[src/rtl/creg_pkg.sv]
`timescale 1ns / 1ps
// Shared types, codes and constants of the click rate edge gate.
package creg_pkg;

  localparam int PLAYERS_DEF   = 2;
  localparam int WINDOW_DEF    = 9;
  localparam int FRAC_BITS_DEF = 8;

  localparam int LOCK_W = 24;
  localparam int DT_W   = 20;
  localparam int FC_W   = 32;

  localparam logic [DT_W-1:0]   MEDIAN_RESET = 20'd4167;
  localparam logic [LOCK_W-1:0] LOCK_RESET   = 24'd30000;

  typedef enum logic [2:0] {
    OPC_TICK    = 3'd0,
    OPC_PRESS   = 3'd1,
    OPC_RELEASE = 3'd2,
    OPC_CLEAR   = 3'd3,
    OPC_REPORT  = 3'd4
  } opcode_t;

  typedef enum logic [2:0] {
    RK_PASSED         = 3'd0,
    RK_BLOCKED        = 3'd1,
    RK_REPLAY_PRESS   = 3'd2,
    RK_REPLAY_RELEASE = 3'd3,
    RK_REPORT         = 3'd4
  } result_kind_t;

  typedef enum logic [1:0] {
    CFG_GATE_ENABLED  = 2'd0,
    CFG_DEBOUNCE_MODE = 2'd1,
    CFG_PRESS_LOCK    = 2'd2,
    CFG_RELEASE_LOCK  = 2'd3
  } cfg_index_t;

  typedef enum logic [2:0] {
    CMD_TICK,
    CMD_EDGE,
    CMD_CLEAR,
    CMD_REPORT,
    CMD_NONE
  } cmd_kind_t;

  typedef struct packed {
    cmd_kind_t        kind;
    logic             press;
    logic             player;
    logic [1:0]       button;
    logic [DT_W-1:0]  dt;
  } cmd_t;

  typedef struct packed {
    result_kind_t kind;
    logic         player;
    logic [1:0]   button;
    logic         capped;
    logic         last;
  } result_t;

  typedef enum logic [3:0] {
    B_IDLE,
    B_DECODE,
    B_MED,
    B_REPINIT,
    B_REP,
    B_RDIV,
    B_EDGE,
    B_EDIV,
    B_EMIT
  } back_state_t;

  typedef enum logic [1:0] {
    MED_IDLE,
    MED_CAND,
    MED_SCAN
  } med_state_t;

endpackage

[src/rtl/creg_if.sv]
`timescale 1ns / 1ps
// Valid/ready channel interfaces for input items and result items.
interface creg_in_if;
  logic        valid;
  logic        ready;
  logic [2:0]  opcode;
  logic        player_index;
  logic [1:0]  button_code;
  logic [19:0] frame_dt_us;
  modport source(output valid, opcode, player_index, button_code, frame_dt_us, input ready);
  modport sink(input valid, opcode, player_index, button_code, frame_dt_us, output ready);
endinterface

interface creg_out_if;
  logic       valid;
  logic       ready;
  logic [2:0] result_kind;
  logic       out_player;
  logic [1:0] out_button;
  logic       capped_seen;
  logic       last_of_run;
  modport source(output valid, result_kind, out_player, out_button, capped_seen, last_of_run,
                 input ready);
  modport sink(input valid, result_kind, out_player, out_button, capped_seen, last_of_run,
               output ready);
endinterface

[src/rtl/creg_ram.sv]
`timescale 1ns / 1ps
// Generic RAM with one write port and two registered read ports.
module creg_ram #(
  parameter int WIDTH = 20,
  parameter int DEPTH = 9,
  localparam int AW = (DEPTH > 1) ? $clog2(DEPTH) : 1
) (
  input  logic             clk,
  input  logic             we,
  input  logic [AW-1:0]    waddr,
  input  logic [WIDTH-1:0] wdata,
  input  logic [AW-1:0]    raddr_a,
  input  logic [AW-1:0]    raddr_b,
  output logic [WIDTH-1:0] rdata_a,
  output logic [WIDTH-1:0] rdata_b
);
  logic [WIDTH-1:0] mem [DEPTH];

  always_ff @(posedge clk) begin
    if (we) begin
      mem[waddr] <= wdata;
    end
    rdata_a <= mem[raddr_a];
    rdata_b <= mem[raddr_b];
  end
endmodule

[src/rtl/creg_front.sv]
`timescale 1ns / 1ps
// Front end: accepts input transactions, classifies them and queues commands.
module creg_front (
  input  logic           clk,
  input  logic           rst,
  creg_in_if.sink        in_ch,
  output logic           cmd_valid,
  output creg_pkg::cmd_t cmd,
  input  logic           cmd_pop
);
  creg_pkg::cmd_t cls;
  creg_pkg::cmd_t mem [2];
  logic           wptr;
  logic           rptr;
  logic [1:0]     count;
  logic           push;

  always_comb begin
    cls.press  = (in_ch.opcode == creg_pkg::OPC_PRESS);
    cls.player = in_ch.player_index;
    cls.button = in_ch.button_code;
    cls.dt     = in_ch.frame_dt_us;
    case (in_ch.opcode) inside
      creg_pkg::OPC_TICK:                       cls.kind = creg_pkg::CMD_TICK;
      creg_pkg::OPC_PRESS, creg_pkg::OPC_RELEASE: cls.kind = creg_pkg::CMD_EDGE;
      creg_pkg::OPC_CLEAR:                      cls.kind = creg_pkg::CMD_CLEAR;
      creg_pkg::OPC_REPORT:                     cls.kind = creg_pkg::CMD_REPORT;
      default:                                  cls.kind = creg_pkg::CMD_NONE;
    endcase
  end

  assign in_ch.ready = (count != 2'd2);
  assign push        = in_ch.valid && in_ch.ready && (cls.kind != creg_pkg::CMD_NONE);
  assign cmd_valid   = (count != 2'd0);
  assign cmd         = mem[rptr];

  always_ff @(posedge clk) begin
    if (push) begin
      mem[wptr] <= cls;
    end
  end

  always_ff @(posedge clk) begin
    if (rst) begin
      wptr  <= 1'b0;
      rptr  <= 1'b0;
      count <= 2'd0;
    end else begin
      if (push) begin
        wptr <= ~wptr;
      end
      if (cmd_pop) begin
        rptr <= ~rptr;
      end
      count <= count + 2'(push) - 2'(cmd_pop);
    end
  end
endmodule

[src/rtl/creg_med.sv]
`timescale 1ns / 1ps
// Frame time window with a serial rank search for the median.
module creg_med #(
  parameter int WINDOW = creg_pkg::WINDOW_DEF
) (
  input  logic                       clk,
  input  logic                       rst,
  input  logic                       start,
  input  logic [creg_pkg::DT_W-1:0]  dt,
  output logic                       done,
  output logic [creg_pkg::DT_W-1:0]  median
);
  localparam int AW = (WINDOW > 1) ? $clog2(WINDOW) : 1;
  localparam int CW = $clog2(WINDOW + 1);

  creg_pkg::med_state_t        state, state_next;
  logic [CW-1:0]               fill;
  logic [AW-1:0]               slot;
  logic [CW-1:0]               i;
  logic [CW-1:0]               j;
  logic [CW-1:0]               cnt;
  logic [CW-1:0]               cnt_n;
  logic                        hit;
  logic                        we;
  logic [AW-1:0]               raddr_b;
  logic [creg_pkg::DT_W-1:0]   rd_a;
  logic [creg_pkg::DT_W-1:0]   rd_b;

  assign we      = start && (state == creg_pkg::MED_IDLE);
  assign raddr_b = (j < fill) ? AW'(j) : '0;
  assign hit     = (j != '0) &&
                   ((rd_b < rd_a) || ((rd_b == rd_a) && ((j - CW'(1)) < i)));
  assign cnt_n   = cnt + CW'(hit);

  creg_ram #(.WIDTH(creg_pkg::DT_W), .DEPTH(WINDOW)) u_ram (
    .clk     (clk),
    .we      (we),
    .waddr   (slot),
    .wdata   (dt),
    .raddr_a (AW'(i)),
    .raddr_b (raddr_b),
    .rdata_a (rd_a),
    .rdata_b (rd_b)
  );

  always_comb begin
    state_next = state;
    unique case (state)
      creg_pkg::MED_IDLE: if (start) state_next = creg_pkg::MED_CAND;
      creg_pkg::MED_CAND: state_next = creg_pkg::MED_SCAN;
      creg_pkg::MED_SCAN: begin
        if (j == fill) begin
          state_next = (cnt_n == (fill >> 1)) ? creg_pkg::MED_IDLE : creg_pkg::MED_CAND;
        end
      end
      default: state_next = creg_pkg::MED_IDLE;
    endcase
  end

  always_ff @(posedge clk) begin
    if (rst) begin
      state <= creg_pkg::MED_IDLE;
    end else begin
      state <= state_next;
    end
  end

  always_ff @(posedge clk) begin
    if (rst) begin
      fill <= '0;
      slot <= '0;
      done <= 1'b0;
    end else begin
      done <= 1'b0;
      case (state)
        creg_pkg::MED_IDLE: begin
          if (start) begin
            slot <= (slot == AW'(WINDOW - 1)) ? '0 : slot + AW'(1);
            if (fill != CW'(WINDOW)) begin
              fill <= fill + CW'(1);
            end
            i <= '0;
          end
        end
        creg_pkg::MED_CAND: begin
          j   <= '0;
          cnt <= '0;
        end
        creg_pkg::MED_SCAN: begin
          if (j == fill) begin
            if (cnt_n == (fill >> 1)) begin
              median <= rd_a;
              done   <= 1'b1;
            end else begin
              i <= i + CW'(1);
            end
          end else begin
            j   <= j + CW'(1);
            cnt <= cnt_n;
          end
        end
        default: ;
      endcase
    end
  end
endmodule

[src/rtl/creg_div.sv]
`timescale 1ns / 1ps
// Restoring divider that produces one quotient bit per cycle.
module creg_div #(
  parameter int DW = 33,
  parameter int VW = 20
) (
  input  logic          clk,
  input  logic          rst,
  input  logic          start,
  input  logic [DW-1:0] dividend,
  input  logic [VW-1:0] divisor,
  output logic          busy,
  output logic          done,
  output logic [DW-1:0] quotient
);
  localparam int CNTW = $clog2(DW + 1);

  logic [VW-1:0]   rem;
  logic [VW-1:0]   dvs;
  logic [CNTW-1:0] cnt;
  logic [VW:0]     trial;
  logic            ge;

  assign trial = {rem, quotient[DW-1]};
  assign ge    = (trial >= {1'b0, dvs});

  always_ff @(posedge clk) begin
    if (rst) begin
      busy <= 1'b0;
      done <= 1'b0;
    end else begin
      done <= 1'b0;
      if (start && !busy) begin
        quotient <= dividend;
        dvs      <= divisor;
        rem      <= '0;
        cnt      <= CNTW'(DW);
        busy     <= 1'b1;
      end else if (busy) begin
        rem      <= ge ? VW'(trial - {1'b0, dvs}) : VW'(trial);
        quotient <= {quotient[DW-2:0], ge};
        cnt      <= cnt - CNTW'(1);
        if (cnt == CNTW'(1)) begin
          busy <= 1'b0;
          done <= 1'b1;
        end
      end
    end
  end
endmodule

[src/rtl/creg_back.sv]
`timescale 1ns / 1ps
// Back end: gate state, frame count, lock arithmetic and result output.
module creg_back #(
  parameter int PLAYERS   = creg_pkg::PLAYERS_DEF,
  parameter int WINDOW    = creg_pkg::WINDOW_DEF,
  parameter int FRAC_BITS = creg_pkg::FRAC_BITS_DEF
) (
  input  logic                        clk,
  input  logic                        rst,
  input  logic                        cfg_we,
  input  logic [1:0]                  cfg_index,
  input  logic [creg_pkg::LOCK_W-1:0] cfg_data,
  input  logic                        cmd_valid,
  input  creg_pkg::cmd_t              cmd,
  output logic                        cmd_pop,
  creg_out_if.source                  out_ch
);
  localparam int PIW  = (PLAYERS > 1) ? $clog2(PLAYERS) : 1;
  localparam int PTW  = creg_pkg::FC_W + FRAC_BITS;
  localparam int UW   = creg_pkg::LOCK_W + 1;
  localparam int DW   = UW + FRAC_BITS;
  localparam int NREP = (PLAYERS < 2) ? PLAYERS : 2;
  localparam logic [PTW-1:0] ONE_FRAME = PTW'(1) << FRAC_BITS;
  localparam logic [PTW-1:0] TENTH     = PTW'((2 ** FRAC_BITS) / 10);

  creg_pkg::back_state_t        state, state_next;
  creg_pkg::cmd_t               cmd_r;
  creg_pkg::result_t            res;
  creg_pkg::result_t            o_res;
  logic                         o_valid;

  logic                         gate_en;
  logic                         debounce;
  logic [creg_pkg::LOCK_W-1:0]  press_lock;
  logic [creg_pkg::LOCK_W-1:0]  release_lock;

  logic                         held   [PLAYERS];
  logic                         queued [PLAYERS];
  logic [1:0]                   pend   [PLAYERS];
  logic [PTW-1:0]               unlock [PLAYERS];
  logic [creg_pkg::FC_W-1:0]    fc;
  logic [creg_pkg::DT_W-1:0]    median_dt;
  logic                         capped;
  logic [1:0]                   pcnt;
  logic [1:0]                   mask;
  logic [1:0]                   mask_next;

  logic [PTW-1:0]               now_pt;
  logic [PIW-1:0]               tgt;
  logic                         unl;
  logic [PTW-1:0]               carried_pt;
  logic                         pvalid;
  logic                         eff;
  logic                         e_div;
  logic                         e_block;
  logic                         med_start;
  logic                         med_done;
  logic [creg_pkg::DT_W-1:0]    med_val;
  logic                         div_start;
  logic [UW-1:0]                div_us;
  logic                         div_busy;
  logic                         div_done;
  logic [DW-1:0]                div_q;
  logic [creg_pkg::DT_W-1:0]    divisor;

  function automatic logic is_unl(logic [PTW-1:0] now, logic [PTW-1:0] pt);
    return (now + TENTH) >= pt;
  endfunction

  function automatic logic [PTW-1:0] sat_add(logic [PTW-1:0] a, logic [DW-1:0] b);
    logic [PTW:0] s;
    s = {1'b0, a} + (PTW + 1)'(b);
    return s[PTW] ? '1 : s[PTW-1:0];
  endfunction

  assign now_pt     = {fc, {FRAC_BITS{1'b0}}};
  assign tgt        = (state == creg_pkg::B_REP || state == creg_pkg::B_RDIV) ?
                      PIW'(pcnt) : PIW'(cmd_r.player);
  assign unl        = is_unl(now_pt, unlock[tgt]);
  assign carried_pt = ({1'b0, now_pt} <= ({1'b0, unlock[tgt]} + {1'b0, ONE_FRAME})) ?
                      unlock[tgt] : now_pt;
  assign pvalid     = (PLAYERS > 1) || !cmd_r.player;
  assign eff        = queued[tgt] ? !held[tgt] : held[tgt];
  assign divisor    = (median_dt == '0) ? creg_pkg::DT_W'(1) : median_dt;

  always_comb begin
    e_div   = 1'b0;
    e_block = 1'b0;
    if (gate_en && pvalid) begin
      if (debounce) begin
        if (cmd_r.press) begin
          e_div   = unl;
          e_block = !unl;
        end
      end else if (!queued[tgt] && unl) begin
        e_div = 1'b1;
      end else begin
        e_block = 1'b1;
      end
    end
  end

  always_comb begin
    mask_next = 2'b00;
    for (int p = 0; p < NREP; p++) begin
      mask_next[p] = queued[p] && is_unl(now_pt, unlock[p]);
    end
  end

  creg_med #(.WINDOW(WINDOW)) u_med (
    .clk    (clk),
    .rst    (rst),
    .start  (med_start),
    .dt     (cmd_r.dt),
    .done   (med_done),
    .median (med_val)
  );

  creg_div #(.DW(DW), .VW(creg_pkg::DT_W)) u_div (
    .clk      (clk),
    .rst      (rst),
    .start    (div_start),
    .dividend ({div_us, {FRAC_BITS{1'b0}}}),
    .divisor  (divisor),
    .busy     (div_busy),
    .done     (div_done),
    .quotient (div_q)
  );

  always_comb begin
    state_next = state;
    cmd_pop    = 1'b0;
    med_start  = 1'b0;
    div_start  = 1'b0;
    div_us     = UW'(press_lock);
    unique case (state)
      creg_pkg::B_IDLE: begin
        if (cmd_valid) begin
          cmd_pop    = 1'b1;
          state_next = creg_pkg::B_DECODE;
        end
      end
      creg_pkg::B_DECODE: begin
        unique case (cmd_r.kind)
          creg_pkg::CMD_TICK: begin
            if (cmd_r.dt != '0) begin
              med_start  = 1'b1;
              state_next = creg_pkg::B_MED;
            end else begin
              state_next = creg_pkg::B_REPINIT;
            end
          end
          creg_pkg::CMD_EDGE:   state_next = creg_pkg::B_EDGE;
          creg_pkg::CMD_REPORT: state_next = creg_pkg::B_EMIT;
          default:              state_next = creg_pkg::B_IDLE;
        endcase
      end
      creg_pkg::B_MED: if (med_done) state_next = creg_pkg::B_REPINIT;
      creg_pkg::B_REPINIT: state_next = gate_en ? creg_pkg::B_REP : creg_pkg::B_IDLE;
      creg_pkg::B_REP: begin
        if (pcnt == 2'(NREP)) begin
          state_next = creg_pkg::B_IDLE;
        end else if (mask[pcnt[0]]) begin
          div_start  = !div_busy;
          div_us     = held[tgt] ? UW'(release_lock) : UW'(press_lock);
          state_next = creg_pkg::B_RDIV;
        end
      end
      creg_pkg::B_RDIV: if (div_done) state_next = creg_pkg::B_EMIT;
      creg_pkg::B_EDGE: begin
        if (e_div) begin
          div_start  = !div_busy;
          if (debounce) begin
            div_us = UW'(press_lock) + UW'(release_lock);
          end else begin
            div_us = cmd_r.press ? UW'(press_lock) : UW'(release_lock);
          end
          state_next = creg_pkg::B_EDIV;
        end else begin
          state_next = creg_pkg::B_EMIT;
        end
      end
      creg_pkg::B_EDIV: if (div_done) state_next = creg_pkg::B_EMIT;
      creg_pkg::B_EMIT: begin
        if (!o_valid || out_ch.ready) begin
          state_next = (cmd_r.kind == creg_pkg::CMD_TICK) ? creg_pkg::B_REP : creg_pkg::B_IDLE;
        end
      end
      default: state_next = creg_pkg::B_IDLE;
    endcase
  end

  always_ff @(posedge clk) begin
    if (rst) begin
      state <= creg_pkg::B_IDLE;
    end else begin
      state <= state_next;
    end
  end

  always_ff @(posedge clk) begin
    if (rst) begin
      gate_en      <= 1'b1;
      debounce     <= 1'b0;
      press_lock   <= creg_pkg::LOCK_RESET;
      release_lock <= creg_pkg::LOCK_RESET;
      fc           <= '0;
      median_dt    <= creg_pkg::MEDIAN_RESET;
      capped       <= 1'b0;
      o_valid      <= 1'b0;
      for (int p = 0; p < PLAYERS; p++) begin
        held[p]   <= 1'b0;
        queued[p] <= 1'b0;
        pend[p]   <= 2'd0;
        unlock[p] <= '0;
      end
    end else begin
      if (o_valid && out_ch.ready) begin
        o_valid <= 1'b0;
      end
      case (state)
        creg_pkg::B_IDLE: begin
          if (cmd_valid) begin
            cmd_r <= cmd;
          end
        end
        creg_pkg::B_DECODE: begin
          case (cmd_r.kind)
            creg_pkg::CMD_TICK: begin
              if (cmd_r.dt != '0) begin
                fc <= fc + creg_pkg::FC_W'(1);
              end
            end
            creg_pkg::CMD_CLEAR: begin
              capped <= 1'b0;
              for (int p = 0; p < PLAYERS; p++) begin
                held[p]   <= 1'b0;
                queued[p] <= 1'b0;
                pend[p]   <= 2'd0;
                unlock[p] <= '0;
              end
            end
            creg_pkg::CMD_REPORT: begin
              res    <= '{creg_pkg::RK_REPORT, 1'b0, 2'd0, capped, 1'b1};
              capped <= 1'b0;
            end
            default: ;
          endcase
        end
        creg_pkg::B_MED: begin
          if (med_done) begin
            median_dt <= med_val;
          end
        end
        creg_pkg::B_REPINIT: begin
          mask <= mask_next;
          pcnt <= 2'd0;
        end
        creg_pkg::B_REP: begin
          if (pcnt != 2'(NREP) && !mask[pcnt[0]]) begin
            pcnt <= pcnt + 2'd1;
          end
        end
        creg_pkg::B_RDIV: begin
          if (div_done) begin
            held[tgt]   <= !held[tgt];
            queued[tgt] <= 1'b0;
            unlock[tgt] <= sat_add(unlock[tgt], div_q);
            res <= '{(!held[tgt]) ? creg_pkg::RK_REPLAY_PRESS : creg_pkg::RK_REPLAY_RELEASE,
                     pcnt[0], pend[tgt], capped, pcnt[0] || !mask[1]};
            pcnt <= pcnt + 2'd1;
          end
        end
        creg_pkg::B_EDGE: begin
          if (e_block) begin
            capped <= 1'b1;
            res    <= '{creg_pkg::RK_BLOCKED, cmd_r.player, cmd_r.button, 1'b1, 1'b1};
            if (!debounce && (cmd_r.press != eff)) begin
              queued[tgt] <= !queued[tgt];
              if (!queued[tgt]) begin
                pend[tgt] <= cmd_r.button;
              end
            end
          end else if (!e_div) begin
            res <= '{creg_pkg::RK_PASSED, cmd_r.player, cmd_r.button, capped, 1'b1};
          end
        end
        creg_pkg::B_EDIV: begin
          if (div_done) begin
            unlock[tgt] <= sat_add(carried_pt, div_q);
            if (!debounce) begin
              held[tgt] <= cmd_r.press;
              pend[tgt] <= cmd_r.button;
            end
            res <= '{creg_pkg::RK_PASSED, cmd_r.player, cmd_r.button, capped, 1'b1};
          end
        end
        creg_pkg::B_EMIT: begin
          if (!o_valid || out_ch.ready) begin
            o_res   <= res;
            o_valid <= 1'b1;
          end
        end
        default: ;
      endcase
      if (cfg_we) begin
        unique case (creg_pkg::cfg_index_t'(cfg_index))
          creg_pkg::CFG_GATE_ENABLED:  gate_en      <= cfg_data[0];
          creg_pkg::CFG_DEBOUNCE_MODE: debounce     <= cfg_data[0];
          creg_pkg::CFG_PRESS_LOCK:    press_lock   <= cfg_data;
          creg_pkg::CFG_RELEASE_LOCK:  release_lock <= cfg_data;
          default: ;
        endcase
        for (int p = 0; p < PLAYERS; p++) begin
          held[p]   <= 1'b0;
          queued[p] <= 1'b0;
          pend[p]   <= 2'd0;
          unlock[p] <= '0;
        end
      end
    end
  end

  assign out_ch.valid       = o_valid;
  assign out_ch.result_kind = o_res.kind;
  assign out_ch.out_player  = o_res.player;
  assign out_ch.out_button  = o_res.button;
  assign out_ch.capped_seen = o_res.capped;
  assign out_ch.last_of_run = o_res.last;

  a_fc_step: assert property (@(posedge clk) disable iff (rst)
    (fc != $past(fc)) |-> (fc == $past(fc) + creg_pkg::FC_W'(1)) || $past(rst))
    else $error("Frame counter moved by other than one.");

  a_capped_fall: assert property (@(posedge clk) disable iff (rst)
    $fell(capped) |-> $past(rst) ||
      $past(state == creg_pkg::B_DECODE &&
            (cmd_r.kind == creg_pkg::CMD_CLEAR || cmd_r.kind == creg_pkg::CMD_REPORT)))
    else $error("Capped flag cleared outside a clear or report.");

  a_out_load: assert property (@(posedge clk) disable iff (rst)
    $rose(o_valid) |-> $past(state == creg_pkg::B_EMIT))
    else $error("Result loaded outside the emit state.");
endmodule

[src/rtl/click_rate_edge_gate.sv]
`timescale 1ns / 1ps
// Top level of the click rate edge gate: command queue front end and gate back end.
// An edge that locks the gate gives its result after a serial division in the divider;
// other edges skip the divider.
// A tick with a frame time adds the median rank search, and each replayed player adds a
// serial division; items run one at a time.
// A two-entry command queue and an output register let input and output stall independently.
// Synchronous reset restores register defaults, clears all gates, empties the frame window
// and sets the median frame time to 4167 us; the window memory needs no clearing pass.
module click_rate_edge_gate #(
  parameter int PLAYERS   = creg_pkg::PLAYERS_DEF,
  parameter int WINDOW    = creg_pkg::WINDOW_DEF,
  parameter int FRAC_BITS = creg_pkg::FRAC_BITS_DEF
) (
  input  logic                        clk,
  input  logic                        rst,
  input  logic                        cfg_we,
  input  logic [1:0]                  cfg_index,
  input  logic [creg_pkg::LOCK_W-1:0] cfg_data,
  creg_in_if.sink                     in_ch,
  creg_out_if.source                  out_ch
);
  logic           cmd_valid;
  logic           cmd_pop;
  creg_pkg::cmd_t cmd;

  creg_front u_front (
    .clk       (clk),
    .rst       (rst),
    .in_ch     (in_ch),
    .cmd_valid (cmd_valid),
    .cmd       (cmd),
    .cmd_pop   (cmd_pop)
  );

  creg_back #(
    .PLAYERS   (PLAYERS),
    .WINDOW    (WINDOW),
    .FRAC_BITS (FRAC_BITS)
  ) u_back (
    .clk       (clk),
    .rst       (rst),
    .cfg_we    (cfg_we),
    .cfg_index (cfg_index),
    .cfg_data  (cfg_data),
    .cmd_valid (cmd_valid),
    .cmd       (cmd),
    .cmd_pop   (cmd_pop),
    .out_ch    (out_ch)
  );
endmodule

[src/flat_wrapper.sv]
// flat-port wrapper written by rule: the top's interface ports become plain ports
module click_rate_edge_gate_flat 
#(
  parameter int PLAYERS   = creg_pkg::PLAYERS_DEF,
  parameter int WINDOW    = creg_pkg::WINDOW_DEF,
  parameter int FRAC_BITS = creg_pkg::FRAC_BITS_DEF
)
  (clk, rst, cfg_we, cfg_index, cfg_data, in_ch_valid, in_ch_opcode, in_ch_player_index, in_ch_button_code, in_ch_frame_dt_us, in_ch_ready, out_ch_valid, out_ch_result_kind, out_ch_out_player, out_ch_out_button, out_ch_capped_seen, out_ch_last_of_run, out_ch_ready);
  creg_in_if in_ch_i ();
  creg_out_if out_ch_i ();
  input  logic clk;
  input  logic rst;
  input  logic cfg_we;
  input  logic [1:0] cfg_index;
  input  logic [creg_pkg::LOCK_W-1:0] cfg_data;
  input wire logic [$bits(in_ch_i.valid)-1:0] in_ch_valid;
  input wire logic [$bits(in_ch_i.opcode)-1:0] in_ch_opcode;
  input wire logic [$bits(in_ch_i.player_index)-1:0] in_ch_player_index;
  input wire logic [$bits(in_ch_i.button_code)-1:0] in_ch_button_code;
  input wire logic [$bits(in_ch_i.frame_dt_us)-1:0] in_ch_frame_dt_us;
  output wire logic [$bits(in_ch_i.ready)-1:0] in_ch_ready;
  output wire logic [$bits(out_ch_i.valid)-1:0] out_ch_valid;
  output wire logic [$bits(out_ch_i.result_kind)-1:0] out_ch_result_kind;
  output wire logic [$bits(out_ch_i.out_player)-1:0] out_ch_out_player;
  output wire logic [$bits(out_ch_i.out_button)-1:0] out_ch_out_button;
  output wire logic [$bits(out_ch_i.capped_seen)-1:0] out_ch_capped_seen;
  output wire logic [$bits(out_ch_i.last_of_run)-1:0] out_ch_last_of_run;
  input wire logic [$bits(out_ch_i.ready)-1:0] out_ch_ready;
  assign in_ch_i.valid = in_ch_valid;
  assign in_ch_i.opcode = in_ch_opcode;
  assign in_ch_i.player_index = in_ch_player_index;
  assign in_ch_i.button_code = in_ch_button_code;
  assign in_ch_i.frame_dt_us = in_ch_frame_dt_us;
  assign in_ch_ready = in_ch_i.ready;
  assign out_ch_valid = out_ch_i.valid;
  assign out_ch_result_kind = out_ch_i.result_kind;
  assign out_ch_out_player = out_ch_i.out_player;
  assign out_ch_out_button = out_ch_i.out_button;
  assign out_ch_capped_seen = out_ch_i.capped_seen;
  assign out_ch_last_of_run = out_ch_i.last_of_run;
  assign out_ch_i.ready = out_ch_ready;
  click_rate_edge_gate #(.PLAYERS(PLAYERS), .WINDOW(WINDOW), .FRAC_BITS(FRAC_BITS)) u_core (.clk(clk), .rst(rst), .cfg_we(cfg_we), .cfg_index(cfg_index), .cfg_data(cfg_data), .in_ch(in_ch_i), .out_ch(out_ch_i));
endmodule
[config.mk]
export PLATFORM = sky130hd
export DESIGN_NAME = click_rate_edge_gate_flat
export DESIGN_NICKNAME = d
export VERILOG_FILES = /design/src/rtl/creg_pkg.sv /design/src/rtl/creg_if.sv /design/src/rtl/creg_ram.sv /design/src/rtl/creg_front.sv /design/src/rtl/creg_med.sv /design/src/rtl/creg_div.sv /design/src/rtl/creg_back.sv /design/src/rtl/click_rate_edge_gate.sv /design/src/flat_wrapper.sv
export SDC_FILE = /design/constraint.sdc
export NUM_CORES = 2
export LEC_CHECK = 0
export ABC_AREA = 1
export BUFFER_PORTS_ARGS = -buffer_cell sky130_fd_sc_hd__buf_2
export CORE_MARGIN = 2
export CORE_UTILIZATION = 34
export CTS_CLUSTER_SIZE = 24
export DETAILED_ROUTE_END_ITERATION = 16
export HOLD_SLACK_MARGIN = 0.03
export PLACE_DENSITY = 0.58
export SLEW_MARGIN = 10
export SYNTH_ARGS = -nofsm -noshare
export SYNTH_HDL_FRONTEND = slang
export SYNTH_SLANG_ARGS = --single-unit
[constraint.sdc]
create_clock -name clk -period 10.7 [get_ports clk]
set_input_delay 1.07 -clock clk [delete_from_list [all_inputs] [get_ports clk]]
set_output_delay 1.07 -clock clk [all_outputs]
set_load 0.02 [all_outputs]
==> results.rst <==
.. list-table::
   :header-rows: 1

   * - Metric
     - Value
   * - Slew at the pin closest to its max-slew limit
     - ~1200 ps
   * - Flop and latch count out of synthesis
     - approximately 650
   * - Worst Skew
     - 35.8 ps
   * - Post-detailed-route wirelength per cell
     - ~19 um
   * - Via count
     - 33000
   * - YS warnings
     - 0
   * - Final Net Count
     - 5084
   * - Synth top area cells
     - sky130_fd_sc_hd__edfxtp_1 (31%), sky130_fd_sc_hd__dfxtp_1 (13%), sky130_fd_sc_hd__ha_1 (9.4%)
   * - Number of top-level pins
     - 67
   * - Die Height
     - 341 um
   * - First-pass GRT wire length
     - between 150000 and 200000 um
   * - Detailed-placement wirelength estimate
     - 85100 um
   * - Fin. max-slew vios
     - 0
   * - # fillers
     - between 10000 and 15000
   * - Share of async-settable or async-resettable flops after synthesis
     - 0%
   * - Setup-violating endpoint count in the final report
     - 0
   * - Number of flops mapped to enable cells by yosys
     - between 300 and 400
   * - GR Util All Layers
     - between 20% and 30%
   * - Cts repair resizes
     - 0
   * - Worst Path Buf+Inv
     - 5
   * - Post-Route Setup TNS
     - 0 ps
   * - Horiz. Die Dim
     - approximately 340 um
   * - Slew margin rel.
     - around a fifth
   * - Overall overflow remaining after global route
     - 0
   * - Maximum number of pins on one net before global-route repair
     - slightly below 90
   * - Number of iterations in the first detailed-routing pass
     - 8
   * - Combined area of all synthesized cells
     - 38500 um^2
   * - Post-CTS Repair Setup Buffers
     - 0
   * - Max Root-Sink Buffers
     - 3
   * - Outcome
     - completed
   * - Synth Flop Type
     - sky130_fd_sc_hd__edfxtp_1
   * - Clk slew on worst S/H paths
     - 60 ps
   * - Iteration-0 DRC count of the detailed router
     - approximately 2900
   * - Detail Route Antenna Nets
     - 0
   * - Cell area after layout
     - between 40000 and 50000 um^2
   * - Internal reg-to-reg setup slack
     - approximately 970 ps
   * - Setup crit start kind
     - flop
   * - Skew-Pair Late Insertion Delay
     - roughly 660 ps
   * - Arrival time of the worst setup path
     - roughly 10000 ps
   * - Worst path max stage delay
     - 500 ps
   * - Core footprint
     - 112000 um^2
   * - Buffers added on ports
     - 66
   * - Area leader, netlist
     - sky130_fd_sc_hd__edfxtp_1
   * - Critical path's top delay family
     - simple AND/OR/NAND/NOR gates
   * - DRC violation count after routing
     - 0
   * - Area enclosed by the die boundary
     - about 120000 um^2
   * - RSZ-0062 raised after global routing
     - no
   * - Share of the cycle needed by the critical path after routing
     - approximately 91%
   * - Area fraction of the dominant cell type after synthesis
     - between 30 and 40%
   * - Starting density of the core
     - between 30% and 40%
   * - Placement Rows
     - 123
   * - Layout-stage area growth over the synthesis result
     - 11.4%
   * - Path class of the lowest-slack min-delay path
     - reg2reg
   * - Dpl cell area
     - 40400 um^2
   * - Total number of cells along the worst setup path
     - 44
   * - Required time worst endpoint
     - roughly 11000 ps
   * - Power per cell area
     - approximately 160 nW/um^2
   * - Share of synthesized area occupied by flip-flops and latches
     - between 40% and 50%
   * - Clock tree from TritonCTS
     - built
   * - Maximum frequency from static timing analysis
     - about 0.10 GHz
   * - Endpoint class of the critical path
     - flop
   * - Post-synthesis instance total
     - around 4700
   * - CP most frequent cell
     - sky130_fd_sc_hd__nand2_1
   * - Synth Area per Inst
     - just over 8 um^2
   * - Lkg Pwr
     - ~17 nW
   * - Max cap viols
     - 0
   * - Library cell contributing the largest single delay on the critical path
     - sky130_fd_sc_hd__buf_4
   * - Total clock buffers created by CTS
     - 75
   * - Number of distinct standard cells referenced by the synthesized netlist
     - between 60 and 70
   * - Number of antenna violations at the first check in global routing
     - 5
   * - Final estimated routing congestion in global placement
     - between 0.9 and 1
   * - Vias in the first global route
     - roughly 31000
   * - Final Hold Fails
     - 0
   * - WL final
     - between 100000 and 150000 um
   * - Hold Path Cell Cnt
     - 0
   * - Post-Place Cells
     - about 6200
   * - Number of vias per cell
     - between 5 and 6
   * - Share of cells above drive strength 1
     - 6.65%
   * - Largest driver fanout on the critical path
     - 33
   * - Number of sinks on the clock net
     - approximately 650
   * - Count of hold buffers inserted by post-cts repair
     - 0
   * - Clock Root Buffer
     - sky130_fd_sc_hd__clkbuf_16
   * - Shortest clock period the worst path allows after layout
     - between 9000 and 10000 ps
   * - Worst setup path category
     - reg2reg
   * - Total inserted antenna cells
     - 0
   * - Final std cells w/o fill
     - 6295
   * - Maximum vdd drop
     - about 0.16 mV
   * - Depth of the worst register-to-register path
     - between 40 and 50
   * - Syn_nets
     - ~5100
   * - Number of H-tree levels
     - 3
[kinds of logic after synthesis]
family	after synthesis	share of synthesized area, %
mux	4	0.107
buf+inv	770	7.74
fa+ha+maj	292	9.56
simple gates	1735	19.0
xor+xnor	127	2.89
compound gates	1171	17.0
flops	645	43.7
[worst reg2reg max path: cells and delay by family (launching register included)]
family                     cells  cell delay (ps)
AOI/OAI and AO/OA             12             2560
adders and majority gates      2              550
xor gates and xnor gates       1              150
DFF                            1              480
buffers and inverters          5             1030
and+or+nand+nor               24             4810
[synthesized netlist by cell type (all sizes together), types with 7 or more instances]
cell type	number
nand2	912
inv	559
o21ai	448
a21oi	447
nor2	404
edfxtp	392
ha	288
dfxtp	253
nand3	253
clkbuf	173
xor2	75
o211ai	69
nor3	63
a211oi	61
xnor2	52
nand4	46
a31oi	31
buf	31
o22ai	29
nor4	28
o21a	19
o31ai	12
or2	12
a21boi	10
a41oi	9
o221ai	9
clkinv	7
[area by class of cell]
type	instances	area [um^2]	share of cell area, %
tap	1500	1880	4.37
clock inverter	28	334	0.778
sequential	645	16800	39.2
clock buffer	109	2170	5.05
inverter	566	2130	4.96
multi-input combinational	3329	18900	43.9
timing repair buffer	118	721	1.68
[routing by layer]
layer,vias up,GRT usage [%],wire (um)
li1,16300,-,-
met1,15500,27.5,53300
met2,1080,32.7,53700
met3,206,2.79,8010
met4,4,6.68,3650
met5,-,0,22
[cells in the final DEF, fill, tap and decap left out, drive strengths merged, types with 52 or more instances in the layout]
cell      n
inv     562
dfxtp   253
o211ai   69
a21oi   447
xor2     75
xnor2    52
clkbuf  109
nor3     63
a211oi   61
buf     118
ha      288
nor2    404
nand2   912
o21ai   448
edfxtp  392
nand3   253
[power breakdown]
part,internal [mW],switching (mW),total [mW]
Clock,1.48,1.10,2.58
Combinational,0.454,1.05,1.50
Sequential,2.86,0.139,3.00
Total,4.79,2.29,7.08
[sequential cells by signal (all words and copies together) (netlist names), 24 cells and up]
signal                         cells
u_core.u_back.release_lock        24
u_core.u_back.unlock              80
u_core.u_back.press_lock          24
u_core.u_back.cmd_r               27
u_core.u_front.mem                54
u_core.u_back.u_med.u_ram.mem    180
u_core.u_back.u_div.quotient      33
u_core.u_back.fc                  32
[final timing paths]
path	start	endpoint
hold reg to reg	u_core.u_back.res[1]	u_core.u_back.out_ch.capped_seen
hold / removal	u_core.u_back.res[1]	u_core.u_back.out_ch.capped_seen
setup reg to reg	u_core.u_back.state[2]	u_core.u_back.unlock[1][15]
setup / recovery	u_core.u_back.state[2]	u_core.u_back.unlock[1][15]
[stage by stage]
stage                     setup WS (ps)  power (mW)  hold slack, ps  util [%]
after floorplan                    2740        4.04             400         -
after global placement             1280        4.52             405      35.9
after detailed placement           1030        4.54             406      35.9
after CTS                           992        7.13             422      38.2
after global routing               88.4        7.44             426      38.2
final                               969        7.08             419      38.2
(Power assumes the default switching activity.)
